===== src/hdl/kmd_pkg.sv =====
`default_nettype none

package kmd_pkg;

    // Default matrix size.
    localparam int DEF_ROWS = 8;
    localparam int DEF_COLS = 8;

    // Register reset values, in milliseconds.
    localparam logic [15:0] DEBOUNCE_RESET = 16'd5;
    localparam logic [15:0] HOLD_RESET     = 16'd500;

    // Configuration register indexes.
    localparam int          CFG_IDX_W    = 2;
    localparam logic [1:0]  REG_DEBOUNCE = 2'd0;
    localparam logic [1:0]  REG_HOLD     = 2'd1;

    typedef enum logic [1:0] {
        KIND_PRESS   = 2'd0,
        KIND_RELEASE = 2'd1,
        KIND_HOLD    = 2'd2
    } t_kind;

    // Per-key state as it is stored in the key memory.
    typedef struct packed {
        logic        hold_reported;
        logic        stable_level;
        logic        last_raw_level;
        logic [31:0] change_time;
    } t_key_state;

    localparam int STATE_W = $bits(t_key_state);

    // Outcome of one key update.
    typedef struct packed {
        logic  has_event;
        t_kind kind;
    } t_upd;

endpackage

`default_nettype wire


===== src/hdl/key_matrix_debounce_events.sv =====
`default_nettype none

// Per-key debounce and event generator for a keyboard matrix. Each input
// transaction carries one raw sample of one key (row, column, level) and a
// free-running millisecond timestamp; the block keeps, for every key, its last
// raw level, the time of its last raw edge, the debounced level and a
// hold-reported flag in a single key memory. When the raw level has been
// stable for debounce_time ms the debounced level follows and a press or
// release event is sent; a key held for hold_time ms since its last raw edge
// sends one hold event. Samples outside the matrix are dropped. Rate: one
// sample per clock, limited by the one read and one write port of the key
// memory; outside the clearing pass the input stalls only while an event
// waits on a stalled output. Each event passes the stage-two register
// into the output register. After reset the block clears the key memory
// before the first sample; configuration writes are taken at any time.
module key_matrix_debounce_events #(
    parameter int ROWS = kmd_pkg::DEF_ROWS,
    parameter int COLS = kmd_pkg::DEF_COLS
) (
    input  wire logic                         i_clk,
    input  wire logic                         i_rst_n,
    // Sample stream.
    input  wire logic                         s_axis_tvalid,
    output      logic                         s_axis_tready,
    // [2:0] sample_row, [5:3] sample_col, [6] raw_pressed, [38:7] time_ms
    input  wire logic [39:0]                  s_axis_tdata,
    // Event stream.
    output      logic                         m_axis_tvalid,
    input  wire logic                         m_axis_tready,
    // [2:0] event_row, [5:3] event_col
    output      logic [7:0]                   m_axis_tdata,
    // [1:0] event_kind
    output      logic [1:0]                   m_axis_tuser,
    // Configuration writes.
    input  wire logic                         i_cfg_valid,
    output      logic                         o_cfg_ready,
    input  wire logic [kmd_pkg::CFG_IDX_W-1:0] i_cfg_index,
    input  wire logic [15:0]                  i_cfg_data
);

    localparam int DEPTH = ROWS * COLS;
    localparam int KEY_W = (DEPTH > 1) ? $clog2(DEPTH) : 1;
    localparam int STATE_W_L = kmd_pkg::STATE_W;

    // Configuration registers. The port never back-pressures.
    logic [15:0] r_debounce;
    logic [15:0] r_hold;

    assign o_cfg_ready = 1'b1;

    always_ff @(posedge i_clk) begin
        if (!i_rst_n) begin
            r_debounce <= kmd_pkg::DEBOUNCE_RESET;
            r_hold     <= kmd_pkg::HOLD_RESET;
        end else if (i_cfg_valid) begin
            unique case (i_cfg_index)
                kmd_pkg::REG_DEBOUNCE: r_debounce <= i_cfg_data;
                kmd_pkg::REG_HOLD:     r_hold     <= i_cfg_data;
                default: ;
            endcase
        end
    end

    // Input field unpacking and key index.
    logic [2:0]  in_row;
    logic [2:0]  in_col;
    logic        in_raw;
    logic [31:0] in_now;
    logic        in_range;
    logic [10:0] key_full;
    logic [KEY_W-1:0] in_key;

    assign in_row   = s_axis_tdata[2:0];
    assign in_col   = s_axis_tdata[5:3];
    assign in_raw   = s_axis_tdata[6];
    assign in_now   = s_axis_tdata[38:7];
    assign in_range = ({3'd0, in_row} < 6'(ROWS)) && ({3'd0, in_col} < 6'(COLS));
    assign key_full = 11'(in_row) * 11'(COLS) + 11'(in_col);
    assign in_key   = key_full[KEY_W-1:0];

    // Clearing pass after reset: one entry per cycle, written to zero.
    logic             r_clearing;
    logic [KEY_W-1:0] r_clr_cnt;

    always_ff @(posedge i_clk) begin
        if (!i_rst_n) begin
            r_clearing <= 1'b1;
            r_clr_cnt  <= '0;
        end else if (r_clearing) begin
            r_clr_cnt <= r_clr_cnt + 1'b1;
            if (r_clr_cnt == KEY_W'(DEPTH - 1)) begin
                r_clearing <= 1'b0;
            end
        end
    end

    // Second stage: the memory read issued at acceptance returns here.
    logic             r_s1_v;
    logic             r_s1_inr;
    logic [KEY_W-1:0] r_s1_key;
    logic [2:0]       r_s1_row;
    logic [2:0]       r_s1_col;
    logic             r_s1_raw;
    logic [31:0]      r_s1_now;

    // Forwarding of the write that lands on the same edge as the read.
    logic                r_fwd_v;
    logic [KEY_W-1:0]    r_fwd_key;
    kmd_pkg::t_key_state r_fwd_data;

    // Output register.
    logic          r_o_valid;
    kmd_pkg::t_kind r_o_kind;
    logic [2:0]    r_o_row;
    logic [2:0]    r_o_col;

    logic                 s_accept;
    logic                 s1_done;
    logic                 out_free;
    logic                 wr_en;
    logic                 ev_load;
    logic [STATE_W_L-1:0] ram_rdata;
    kmd_pkg::t_key_state  cur_state;
    kmd_pkg::t_key_state  new_state;
    kmd_pkg::t_upd        upd;
    logic                 ram_we;
    logic [KEY_W-1:0]     ram_waddr;
    logic [STATE_W_L-1:0] ram_wdata;

    kmd_ram #(
        .WIDTH (STATE_W_L),
        .DEPTH (DEPTH)
    ) u_key_mem (
        .i_clk   (i_clk),
        .i_we    (ram_we),
        .i_waddr (ram_waddr),
        .i_wdata (ram_wdata),
        .i_re    (s_accept),
        .i_raddr (in_key),
        .o_rdata (ram_rdata)
    );

    assign cur_state = (r_fwd_v && (r_fwd_key == r_s1_key)) ? r_fwd_data
                                                            : kmd_pkg::t_key_state'(ram_rdata);

    kmd_keyupd u_keyupd (
        .i_state    (cur_state),
        .i_raw      (r_s1_raw),
        .i_now      (r_s1_now),
        .i_debounce (r_debounce),
        .i_hold     (r_hold),
        .o_state    (new_state),
        .o_upd      (upd)
    );

    // An event may leave stage two only into a free or draining output register.
    assign out_free      = !r_o_valid || m_axis_tready;
    assign s1_done       = r_s1_v && (!(r_s1_inr && upd.has_event) || out_free);
    assign wr_en         = s1_done && r_s1_inr;
    assign ev_load       = wr_en && upd.has_event;
    assign s_axis_tready = !r_clearing && (!r_s1_v || s1_done);
    assign s_accept      = s_axis_tvalid && s_axis_tready;

    assign ram_we    = r_clearing || wr_en;
    assign ram_waddr = r_clearing ? r_clr_cnt : r_s1_key;
    assign ram_wdata = r_clearing ? '0 : new_state;

    always_ff @(posedge i_clk) begin
        if (!i_rst_n) begin
            r_s1_v  <= 1'b0;
            r_fwd_v <= 1'b0;
        end else begin
            if (s_accept) begin
                r_s1_v  <= 1'b1;
                r_fwd_v <= wr_en;
            end else if (s1_done) begin
                r_s1_v <= 1'b0;
            end
        end
    end

    always_ff @(posedge i_clk) begin
        if (s_accept) begin
            r_s1_inr   <= in_range;
            r_s1_key   <= in_key;
            r_s1_row   <= in_row;
            r_s1_col   <= in_col;
            r_s1_raw   <= in_raw;
            r_s1_now   <= in_now;
            r_fwd_key  <= r_s1_key;
            r_fwd_data <= new_state;
        end
    end

    always_ff @(posedge i_clk) begin
        if (!i_rst_n) begin
            r_o_valid <= 1'b0;
        end else if (ev_load) begin
            r_o_valid <= 1'b1;
        end else if (m_axis_tready) begin
            r_o_valid <= 1'b0;
        end
    end

    always_ff @(posedge i_clk) begin
        if (ev_load) begin
            r_o_kind <= upd.kind;
            r_o_row  <= r_s1_row;
            r_o_col  <= r_s1_col;
        end
    end

    assign m_axis_tvalid = r_o_valid;
    assign m_axis_tdata  = {2'b00, r_o_col, r_o_row};
    assign m_axis_tuser  = r_o_kind;

endmodule

`default_nettype wire


===== src/hdl/kmd_ram.sv =====
`default_nettype none

module kmd_ram #(
    parameter int WIDTH = 8,
    parameter int DEPTH = 64,
    localparam int AW = (DEPTH > 1) ? $clog2(DEPTH) : 1
) (
    input  wire logic             i_clk,
    input  wire logic             i_we,
    input  wire logic [AW-1:0]    i_waddr,
    input  wire logic [WIDTH-1:0] i_wdata,
    input  wire logic             i_re,
    input  wire logic [AW-1:0]    i_raddr,
    output      logic [WIDTH-1:0] o_rdata
);

    logic [WIDTH-1:0] r_mem [DEPTH];

    always_ff @(posedge i_clk) begin
        if (i_we) begin
            r_mem[i_waddr] <= i_wdata;
        end
        if (i_re) begin
            o_rdata <= r_mem[i_raddr];
        end
    end

endmodule

`default_nettype wire


===== src/hdl/kmd_keyupd.sv =====
`default_nettype none

module kmd_keyupd (
    input  wire kmd_pkg::t_key_state i_state,
    input  wire logic                i_raw,
    input  wire logic [31:0]         i_now,
    input  wire logic [15:0]         i_debounce,
    input  wire logic [15:0]         i_hold,
    output      kmd_pkg::t_key_state o_state,
    output      kmd_pkg::t_upd       o_upd
);

    logic [31:0] elapsed;
    logic        settled;
    logic        held;

    assign elapsed = i_now - i_state.change_time;
    assign settled = (elapsed >= {16'd0, i_debounce});
    assign held    = (elapsed >= {16'd0, i_hold});

    always_comb begin
        o_state         = i_state;
        o_upd.has_event = 1'b0;
        o_upd.kind      = kmd_pkg::KIND_PRESS;
        if (i_raw != i_state.last_raw_level) begin
            // A raw edge only restarts the timer and records the new raw level.
            o_state.change_time    = i_now;
            o_state.last_raw_level = i_raw;
        end else if (settled) begin
            o_state.stable_level = i_raw;
            if (i_raw && !i_state.stable_level) begin
                o_upd.has_event       = 1'b1;
                o_upd.kind            = kmd_pkg::KIND_PRESS;
                o_state.hold_reported = 1'b0;
            end else if (!i_raw && i_state.stable_level) begin
                o_upd.has_event       = 1'b1;
                o_upd.kind            = kmd_pkg::KIND_RELEASE;
                o_state.hold_reported = 1'b0;
            end else if (i_raw && !i_state.hold_reported && held) begin
                o_upd.has_event       = 1'b1;
                o_upd.kind            = kmd_pkg::KIND_HOLD;
                o_state.hold_reported = 1'b1;
            end
        end
    end

endmodule

`default_nettype wire

===== config.mk =====
export PLATFORM = sky130hd
export DESIGN_NAME = key_matrix_debounce_events
export DESIGN_NICKNAME = d
export VERILOG_FILES = /design/src/hdl/kmd_pkg.sv /design/src/hdl/key_matrix_debounce_events.sv /design/src/hdl/kmd_ram.sv /design/src/hdl/kmd_keyupd.sv
export SDC_FILE = /design/constraint.sdc
export NUM_CORES = 2
export LEC_CHECK = 0
export BUFFER_PORTS_ARGS = -buffer_cell sky130_fd_sc_hd__clkbuf_2
export CAP_MARGIN = 20
export CORE_MARGIN = 3
export CORE_UTILIZATION = 50
export DETAILED_ROUTE_END_ITERATION = 6
export PLACE_DENSITY = 0.62
export SETUP_SLACK_MARGIN = 0.3
export SLEW_MARGIN = 10
export SYNTH_ARGS = -nofsm -noshare
export SYNTH_HDL_FRONTEND = slang
export SYNTH_SLANG_ARGS = --single-unit

===== constraint.sdc =====
create_clock -name i_clk -period 12.7 [get_ports i_clk]
set_clock_uncertainty 0.15 [all_clocks]
set_input_delay 0.635 -clock i_clk [delete_from_list [all_inputs] [get_ports i_clk]]
set_output_delay 0.635 -clock i_clk [all_outputs]
set_load 0.01 [all_outputs]

## Word-level counts from Yosys, hierarchy flattened

Memories as Yosys holds them, arrays and structs flattened. A register that Yosys moved wholly into a read port is not among the register bits.
Cells that the tools add are included.

- $add $sub $neg: 3
- $lt $le $gt $ge: 2
- Equality and inequality tests: 4
- Muxes and demuxes: 22
- Bitwise gates (word level): 1
- Reductions and logical operators: 27

Operators with widths:

| operator | count |
|---|---|
| two-way mux 35 bit | 2 |
| >= comparator 32 x 16 -> 1 bit | 2 |
| two-way mux 33 bit | 1 |
| subtractor 32 bit | 1 |
| two-way mux 3 bit | 5 |
| two-way mux 1 bit | 11 |
| logical AND 1 bit | 9 |
| zero test 1 bit | 7 |
| adder 6 x 1 -> 6 bit (second input constant) | 1 |
| adder 6 x 3 -> 6 bit | 1 |
| equality test 6 bit | 1 |
| equality test 6 bit (second input constant) | 1 |
| two-way mux 6 bit | 1 |
| logical OR 1 bit | 4 |
| two-way mux 2 bit | 2 |
| AND reduction 2 bit | 2 |
| nonzero test 2 bit | 2 |
| OR reduction 4 bit | 1 |
| OR reduction 3 bit | 1 |
| equality test 2 x 1 -> 1 bit (second input constant) | 1 |
| zero test 2 bit | 1 |
| inequality test 1 bit | 1 |
| NOT 1 bit | 1 |

- Register bits after elaboration: 136
- Bits in writable memories: 2240
- Input bits: 63
- Output and inout port bits: 13
- Logic and storage cells: 81
- Memories: 1

Memories:

| memory | words | bits a word | read ports | clocked after Yosys merged registers in | write ports | line | RTL |
|---|---|---|---|---|---|---|---|
| u_key_mem.r_mem | 64 | 35 | 1 | 1 | 1 | kmd_ram.sv:17 | `logic [WIDTH-1:0] r_mem [DEPTH];` |

## Logic depth before layout (Yosys ltp)

- Word-level depth: 18
- Depth in mapped cells: 28
- Mapped depth without buffers: 25

## Modules after synthesis

Synthesis repeated with hierarchy kept, for this count alone.

- Cells, all modules: 4714
- Area, all modules: 95066.2 um^2

Modules (own cells, without submodules):

| module | instances | cells each | area an instance (um^2) | sequential area each (um^2) |
|---|---|---|---|---|
| kmd_ram | 1 | 3835 | 86518.0 | 68315.5 |
| key_matrix_debounce_events | 1 | 373 | 5088.6 | 3483.3 |
| kmd_keyupd | 1 | 506 | 3459.6 | 0.0 |

## Least setup slack after synthesis

No wires, ideal clock.

- Kind: reg2reg
- Start point: reg r_s1_key[5]
- End point: reg r_fwd_data[0] in the netlist's numbering (enable)
- Library setup time: 0.626 ns
- Data arrival time: 10.594 ns
- Required time: 11.924 ns
- Path slack: 1.329 ns
- Stages on the path, launching flop included: 24
- Path buffers: 2
- Period minus slack after synthesis: 11.371 ns
- Path through: edfxtp_1 > xor2_1 > nor4_1 > clkbuf_1 > buf_1 > mux2i_1 > fa_1 > a21o_1 > a221oi_2 > nor2_1 > o21ai_0 > nand2b_1 > a21oi_1 > xnor2_1 > ha_1 > and4_1 > a221oi_1 > o21ai_0 > a21oi_1 > o21ai_0 > nor3_2 > o22a_1 > nand2b_1 > a21oi_1

- Longest elaborated chain between the ends: 17
- Elaborated cells on any way between the ends: 24
- Classes of those cells: 1 x add/sub; 2 x order compare; 2 x eq/ne; 6 x mux; 13 x reduce/logical

Ends and longest elaborated chain:

| element | line | RTL |
|---|---|---|
| start: declaration | key_matrix_debounce_events.sv:100 | `logic [KEY_W-1:0] r_s1_key;` |
| start signal: assignment | key_matrix_debounce_events.sv:185 | `r_s1_key <= in_key;` |
| equality test 6 bit (*) | key_matrix_debounce_events.sv:143 | `assign cur_state = (r_fwd_v && (r_fwd_key == r_s1_key)) ? r_fwd_data` |
| logical AND 1 bit (*) | key_matrix_debounce_events.sv:143 |  |
| two-way mux 35 bit (*) | key_matrix_debounce_events.sv:143 |  |
| subtractor 32 bit or zero test 1 bit (tied branches) | kmd_keyupd.sv:17, kmd_keyupd.sv:39 |  |
| >= comparator 32 x 16 -> 1 bit or logical AND 1 bit (tied branches) | kmd_keyupd.sv:19, kmd_keyupd.sv:39 |  |
| logical AND 1 bit | kmd_keyupd.sv:39 | `end else if (i_raw && !i_state.hold_reported && held) begin` |
| two-way mux 3 bit | kmd_keyupd.sv:39 |  |
| two-way mux 3 bit | kmd_keyupd.sv:35 | `end else if (!i_raw && i_state.stable_level) begin` |
| (+2 left out) | n/a |  |
| two-way mux 3 bit (*) | kmd_keyupd.sv:25 | `if (i_raw != i_state.last_raw_level) begin` |
| zero test 1 bit (*) | key_matrix_debounce_events.sv:158 | `assign s1_done = r_s1_v && (!(r_s1_inr && upd.has_event) \|\| out_free);` |
| logical OR 1 bit (*) | key_matrix_debounce_events.sv:158 |  |
| logical AND 1 bit (*) | key_matrix_debounce_events.sv:158 |  |
| logical OR 1 bit (*) | key_matrix_debounce_events.sv:161 | `assign s_axis_tready = !r_clearing && (!r_s1_v \|\| s1_done);` |
| logical AND 1 bit (*) | key_matrix_debounce_events.sv:161 |  |
| logical AND 1 bit (*) | key_matrix_debounce_events.sv:162 | `assign s_accept = s_axis_tvalid && s_axis_tready;` |
| via s_accept | key_matrix_debounce_events.sv:117 | `logic s_accept;` |
| end signal: assignment | key_matrix_debounce_events.sv:191 | `r_fwd_data <= new_state;` |
| end: declaration | key_matrix_debounce_events.sv:109 | `kmd_pkg::t_key_state r_fwd_data;` |

Mark *: on every way through the listed nets, which the timed path passes. The rest lies on a longest branch.
A chain may end at the register's enable or synchronous reset.

## Worst setup path after layout

- Start point: reg r_s1_key[2]
- End point: mem u_key_mem.r_mem[14][23] in the netlist's numbering (enable)

- Longest elaborated chain between the ends: 17
- Elaborated cells on any way between the ends: 25
- Classes of those cells: 1 x add/sub; 2 x order compare; 2 x eq/ne; 9 x mux; 11 x reduce/logical

Ends and longest elaborated chain:

| element | line | RTL |
|---|---|---|
| equality test 6 bit | key_matrix_debounce_events.sv:143 |  |
| logical AND 1 bit | key_matrix_debounce_events.sv:143 |  |
| two-way mux 35 bit | key_matrix_debounce_events.sv:143 |  |
| subtractor 32 bit or zero test 1 bit (tied branches) | kmd_keyupd.sv:17, kmd_keyupd.sv:39 |  |
| >= comparator 32 x 16 -> 1 bit or logical AND 1 bit (tied branches) | kmd_keyupd.sv:19, kmd_keyupd.sv:39 |  |
| logical AND 1 bit | kmd_keyupd.sv:39 |  |
| two-way mux 3 bit | kmd_keyupd.sv:39 |  |
| two-way mux 3 bit | kmd_keyupd.sv:35 |  |
| two-way mux 3 bit | kmd_keyupd.sv:31 | `if (i_raw && !i_state.stable_level) begin` |
| two-way mux 3 bit | kmd_keyupd.sv:29 | `end else if (settled) begin` |
| two-way mux 3 bit | kmd_keyupd.sv:25 |  |
| zero test 1 bit | key_matrix_debounce_events.sv:158 |  |
| logical OR 1 bit | key_matrix_debounce_events.sv:158 |  |
| logical AND 1 bit | key_matrix_debounce_events.sv:158 |  |
| logical OR 1 bit | key_matrix_debounce_events.sv:164 | `assign ram_we = r_clearing \|\| wr_en;` |
| two-way mux 1 bit | kmd_ram.sv:20 | `if (i_we) begin` |
| two-way mux 1 bit (not written as such) | kmd_ram.sv:21 | `r_mem[i_waddr] <= i_wdata;` |
| end: declaration | kmd_ram.sv:17 |  |

Parallel ways exist; a longest one is shown, timed or not.

==> metrics.md <==
| Metric | Value |
|---|---|
| Ys Warns | 0 |
| Primary FF master, synth | edfxtp_1 |
| Slack of the worst reg-to-reg path | 3.86 ns |
| Proportion of netlist area held by the largest area contributor | 75.1% |
| CTS clock-pin slew for the worst setup and hold paths | 0.06 ns |
| Cell accounting for the most synthesized area | edfxtp_1 |
| Number of max-cap violations | 0 |
| Post-place instance area | 98400 µm² |
| Router iterations before antenna repair | 5 |
| Hold worst-path end | r_s1_key[2]$_DFFE_PP_ |
| Maximum VDD drop | 0.120 mV |
| CORE AREA | 187000 µm² |
| Synth cell types | 74 |
| Synth-to-layout area growth | 12.6% |
| Period minus WS final | 8.84 ns |
| Number of setup violations in the final report | 0 |
| Most numerous cell in the Yosys netlist | edfxtp_1 |
| Proportion of layout cells with a drive suffix above 1 | 29.6% |
| Worst hold-check path type | input port to register |
| FF-to-FF End | u_key_mem.r_mem[14][23]$_DFFE_PP_ |
| Num CTS Buffers | 233 |
| Max-Slew Margin vs Limit | 24.6% |
| Total number of vias | 44.2k |
| Max-slew violation count | 0 |
| Detailed placement HPWL | 120000 µm |
| Met3 layer wire length in the routed design | 16100 µm |
| All-layer global routing usage | 23.6% |
| Routability congestion estimate from global placement | 0.868 |
| Post-layout net count | 4566 |
| Critical path data arrival time | 9.15 ns |
| Ratio of routed vias to standard cells | 6.21 |
| Number of fill cells in the layout | 13.5k |
| Setup repair after global routing missed its margin | no |
| PD cells | 148 nW/µm² |
| Post-synthesis cell area | 94500 µm² |
| Y dimension of the die | 441 µm |
| Crit Path Max Fanout | 64 |
| Starting utilization of the core area | 50.6% |
| Classification of the worst setup path | register to register |
| Port buffer count | 71 |
| Post-layout total power | 15700 µW |
| Met2 wire length | 111000 µm |
| Hold Crit Start | s_axis_tdata[5] |
| Root buf cell | clkbuf_16 |
| Maximum number of pins on one net before global-route repair | 131 |
| # placed instances | 6619 |
| Avg Synthesized Cell Area | 22.6 µm² |
| Gate count of the mapped netlist | 4172 |
| Static leakage | 0.0307 µW |
| Outcome | completed |
| Remaining DRCs | 0 |
| Number of clock sinks seen by CTS | 2405 |
| Cell depth of the worst min-delay path | 1 |
| Antenna violations before repair | 12 |
| Transition time at the pin with the least slew margin | 1.13 ns |
| CTS tree | yes |
| CP Launch Type | register |
| Highest metal used | met4 |
| H-Tree Depth | 4 |
| Max Clock Freq | 113 MHz |
| Remaining antenna violation count | 0 |
| Clock latency on the worst-skew pair | 0.85 ns |
| Hold_ws | 0.0891 ns |
| Die footprint | 194000 µm² |
| Final period utilization | 69.6% |
| Main area contributors after synthesis | edfxtp_1, mux4_2, dfxtp_1, ha_1, mux2i_1 |
| Setup Total Neg Slack | 0 ns |
| Worst path required time | 13.01 ns |
| Die outline width | 441 µm |
| R2R cell count | 24 |
| Critical Path Sink Type | register |
| Iteration-0 DRC Markers | 5157 |
| Maximum clock path buffer count | 3 |
| Top cells by instance count after synthesis | edfxtp_1, mux4_2, clkbuf_1 |
| Wire length of the first global-routing pass | 326000 µm |
| Total overflow reported by the global router | 0 |
| Number of placement rows | 158 |
| Avg WL per Cell | 31.9 µm |
| Final non-filler cell area | 106000 µm² |
| Sequential fraction of the synthesis area | 76.0% |
| Vias in the first global route | 44.7k |
| Flops & latches, synth | 2405 |
| Aggregate routed wire length | 227000 µm |
| Count of flip-flops with a built-in enable after synthesis | 2363 |
| Worst reg2reg path startpoint | r_s1_key[2]$_DFFE_PP_ |
| Fraction of registers with async set/reset | 0% |
| Ports | 76 |
| Post-layout instance count excluding filler cells | 7115 |
| Final count of hold timing violations | 0 |
| Routed length on met1 | 95300 µm |
==> area by class of cell <==
type	count	area [µm²]	share of cell area, %
Antenna cell	3	7.51	0.00706
Multi-Input combinational cell	1478	22000	20.6
Inverter	76	285	0.268
Timing Repair Buffer	242	2040	1.92
Clock inverter	138	1110	1.05
Sequential cell	2405	71800	67.5
Clock buffer	293	6090	5.73
Tap cell	2480	3100	2.92
==> how the worst max path moves through the flow <==
stage	from	endpoint	cells past startpoint
floorplan	r_s1_key[5]$_DFFE_PP_	r_fwd_data[0]$_DFFE_PP_	23
global placement	r_s1_key[2]$_DFFE_PP_	u_key_mem.r_mem[14][25]$_DFFE_PP_	24
detailed placement	r_s1_key[2]$_DFFE_PP_	u_key_mem.r_mem[14][23]$_DFFE_PP_	24
CTS	r_s1_key[2]$_DFFE_PP_	u_key_mem.r_mem[14][23]$_DFFE_PP_	24
global route	r_s1_key[2]$_DFFE_PP_	u_key_mem.r_mem[14][23]$_DFFE_PP_	25
finish	r_s1_key[2]$_DFFE_PP_	u_key_mem.r_mem[14][23]$_DFFE_PP_	24
==> routing by layer <==
layer | up-vias | GRT usage, %
met5 | - | 0
met4 | 0 | 5.24
met3 | 276 | 3.57
met2 | 1704 | 37.7
met1 | 24000 | 35.0
li1 | 18200 | -
==> logic make-up (layout without fill, tap and decap cells) <==
family,count (synthesis),after routing,share of synthesized area (%)
DFF,2405,2405,76.0
muxes,819,819,18.3
and+or+nand+nor,345,345,1.79
buffers and inverters,290,749,1.22
AOI/OAI and AO/OA,209,209,1.48
adders and majority gates,67,67,0.895
xor gates and xnor gates,35,35,0.324
other,2,6,0.00795
==> flip-flops by register name, indices dropped and copies added, names as in the netlist <==
register           flops
m_axis_tuser           2
m_axis_tvalid          1
r_clearing             1
r_clr_cnt              6
r_debounce            16
r_fwd_data            35
r_fwd_key              6
r_fwd_v                1
r_hold                16
r_o_col                3
r_o_row                3
r_s1_key               6
r_s1_now              32
r_s1_raw               1
r_s1_v                 1
u_key_mem.o_rdata     35
u_key_mem.r_mem     2240
==> placed cells by master, fill, tap and decap left out, drive strengths merged, types with 14 or more instances in the layout <==
cell,instances
edfxtp,2363
mux2i,81
ha,66
and2,39
bufinv,14
nand3,15
a21boi,25
inv,85
nand2,131
clkbuf,359
o211ai,14
xnor2,22
a21oi,42
o21ai,49
dfxtp,42
buf,127
clkinv,112
dlygate4sd3,49
nor2,32
mux4,724
nor3,70
mux2,14
==> timing repair <==
item | in CTS | in global routing
hold buffers | 49 | 0
setup buffers | 0 | 0
hold endpoints to repair | 65 | 0
gates resized for setup | 0 | 0
==> where the power goes <==
group | total [µW] | leakage [µW] | switching [µW] | internal (µW)
Sequential | 8650 | 0.0196 | 11.5 | 8640
Combinational | 480 | 0.00751 | 278 | 203
Clock | 6570 | 0.00356 | 2890 | 3670
Total | 15700 | 0.0307 | 3180 | 12500
==> worst max-delay path, stage by stage, from the launching register on <==
cell	delay, ns
edfxtp_1	0.49
xnor2_1	0.19
nand4_1	0.13
nor4_2	0.74
buf_4	0.64
mux2i_1	0.31
ha_1	0.33
a21o_1	0.22
o21ai_0	0.50
a31o_2	0.29
nand2_1	0.09
a31oi_1	0.21
xnor2_1	0.20
ha_1	0.30
and4_1	0.20
a221oi_1	0.29
o21ai_0	0.11
a21oi_1	0.18
o21ai_0	0.25
nor3_2	0.46
o22a_1	0.22
nand4_2	0.14
and4_4	0.55
nor3_2	0.51
buf_4	0.60
==> through the flow <==
step | utilization [%] | setup WS, ns
5_1_grt | 57.0 | 3.47
3_3_place_gp | 52.7 | 3.92
3_5_place_dp | 52.7 | 3.85
2_1_floorplan | - | 1.33
6_report | 57.0 | 3.86
4_1_cts | 56.9 | 3.77
Note: power is estimated with default switching activity, not from simulation.
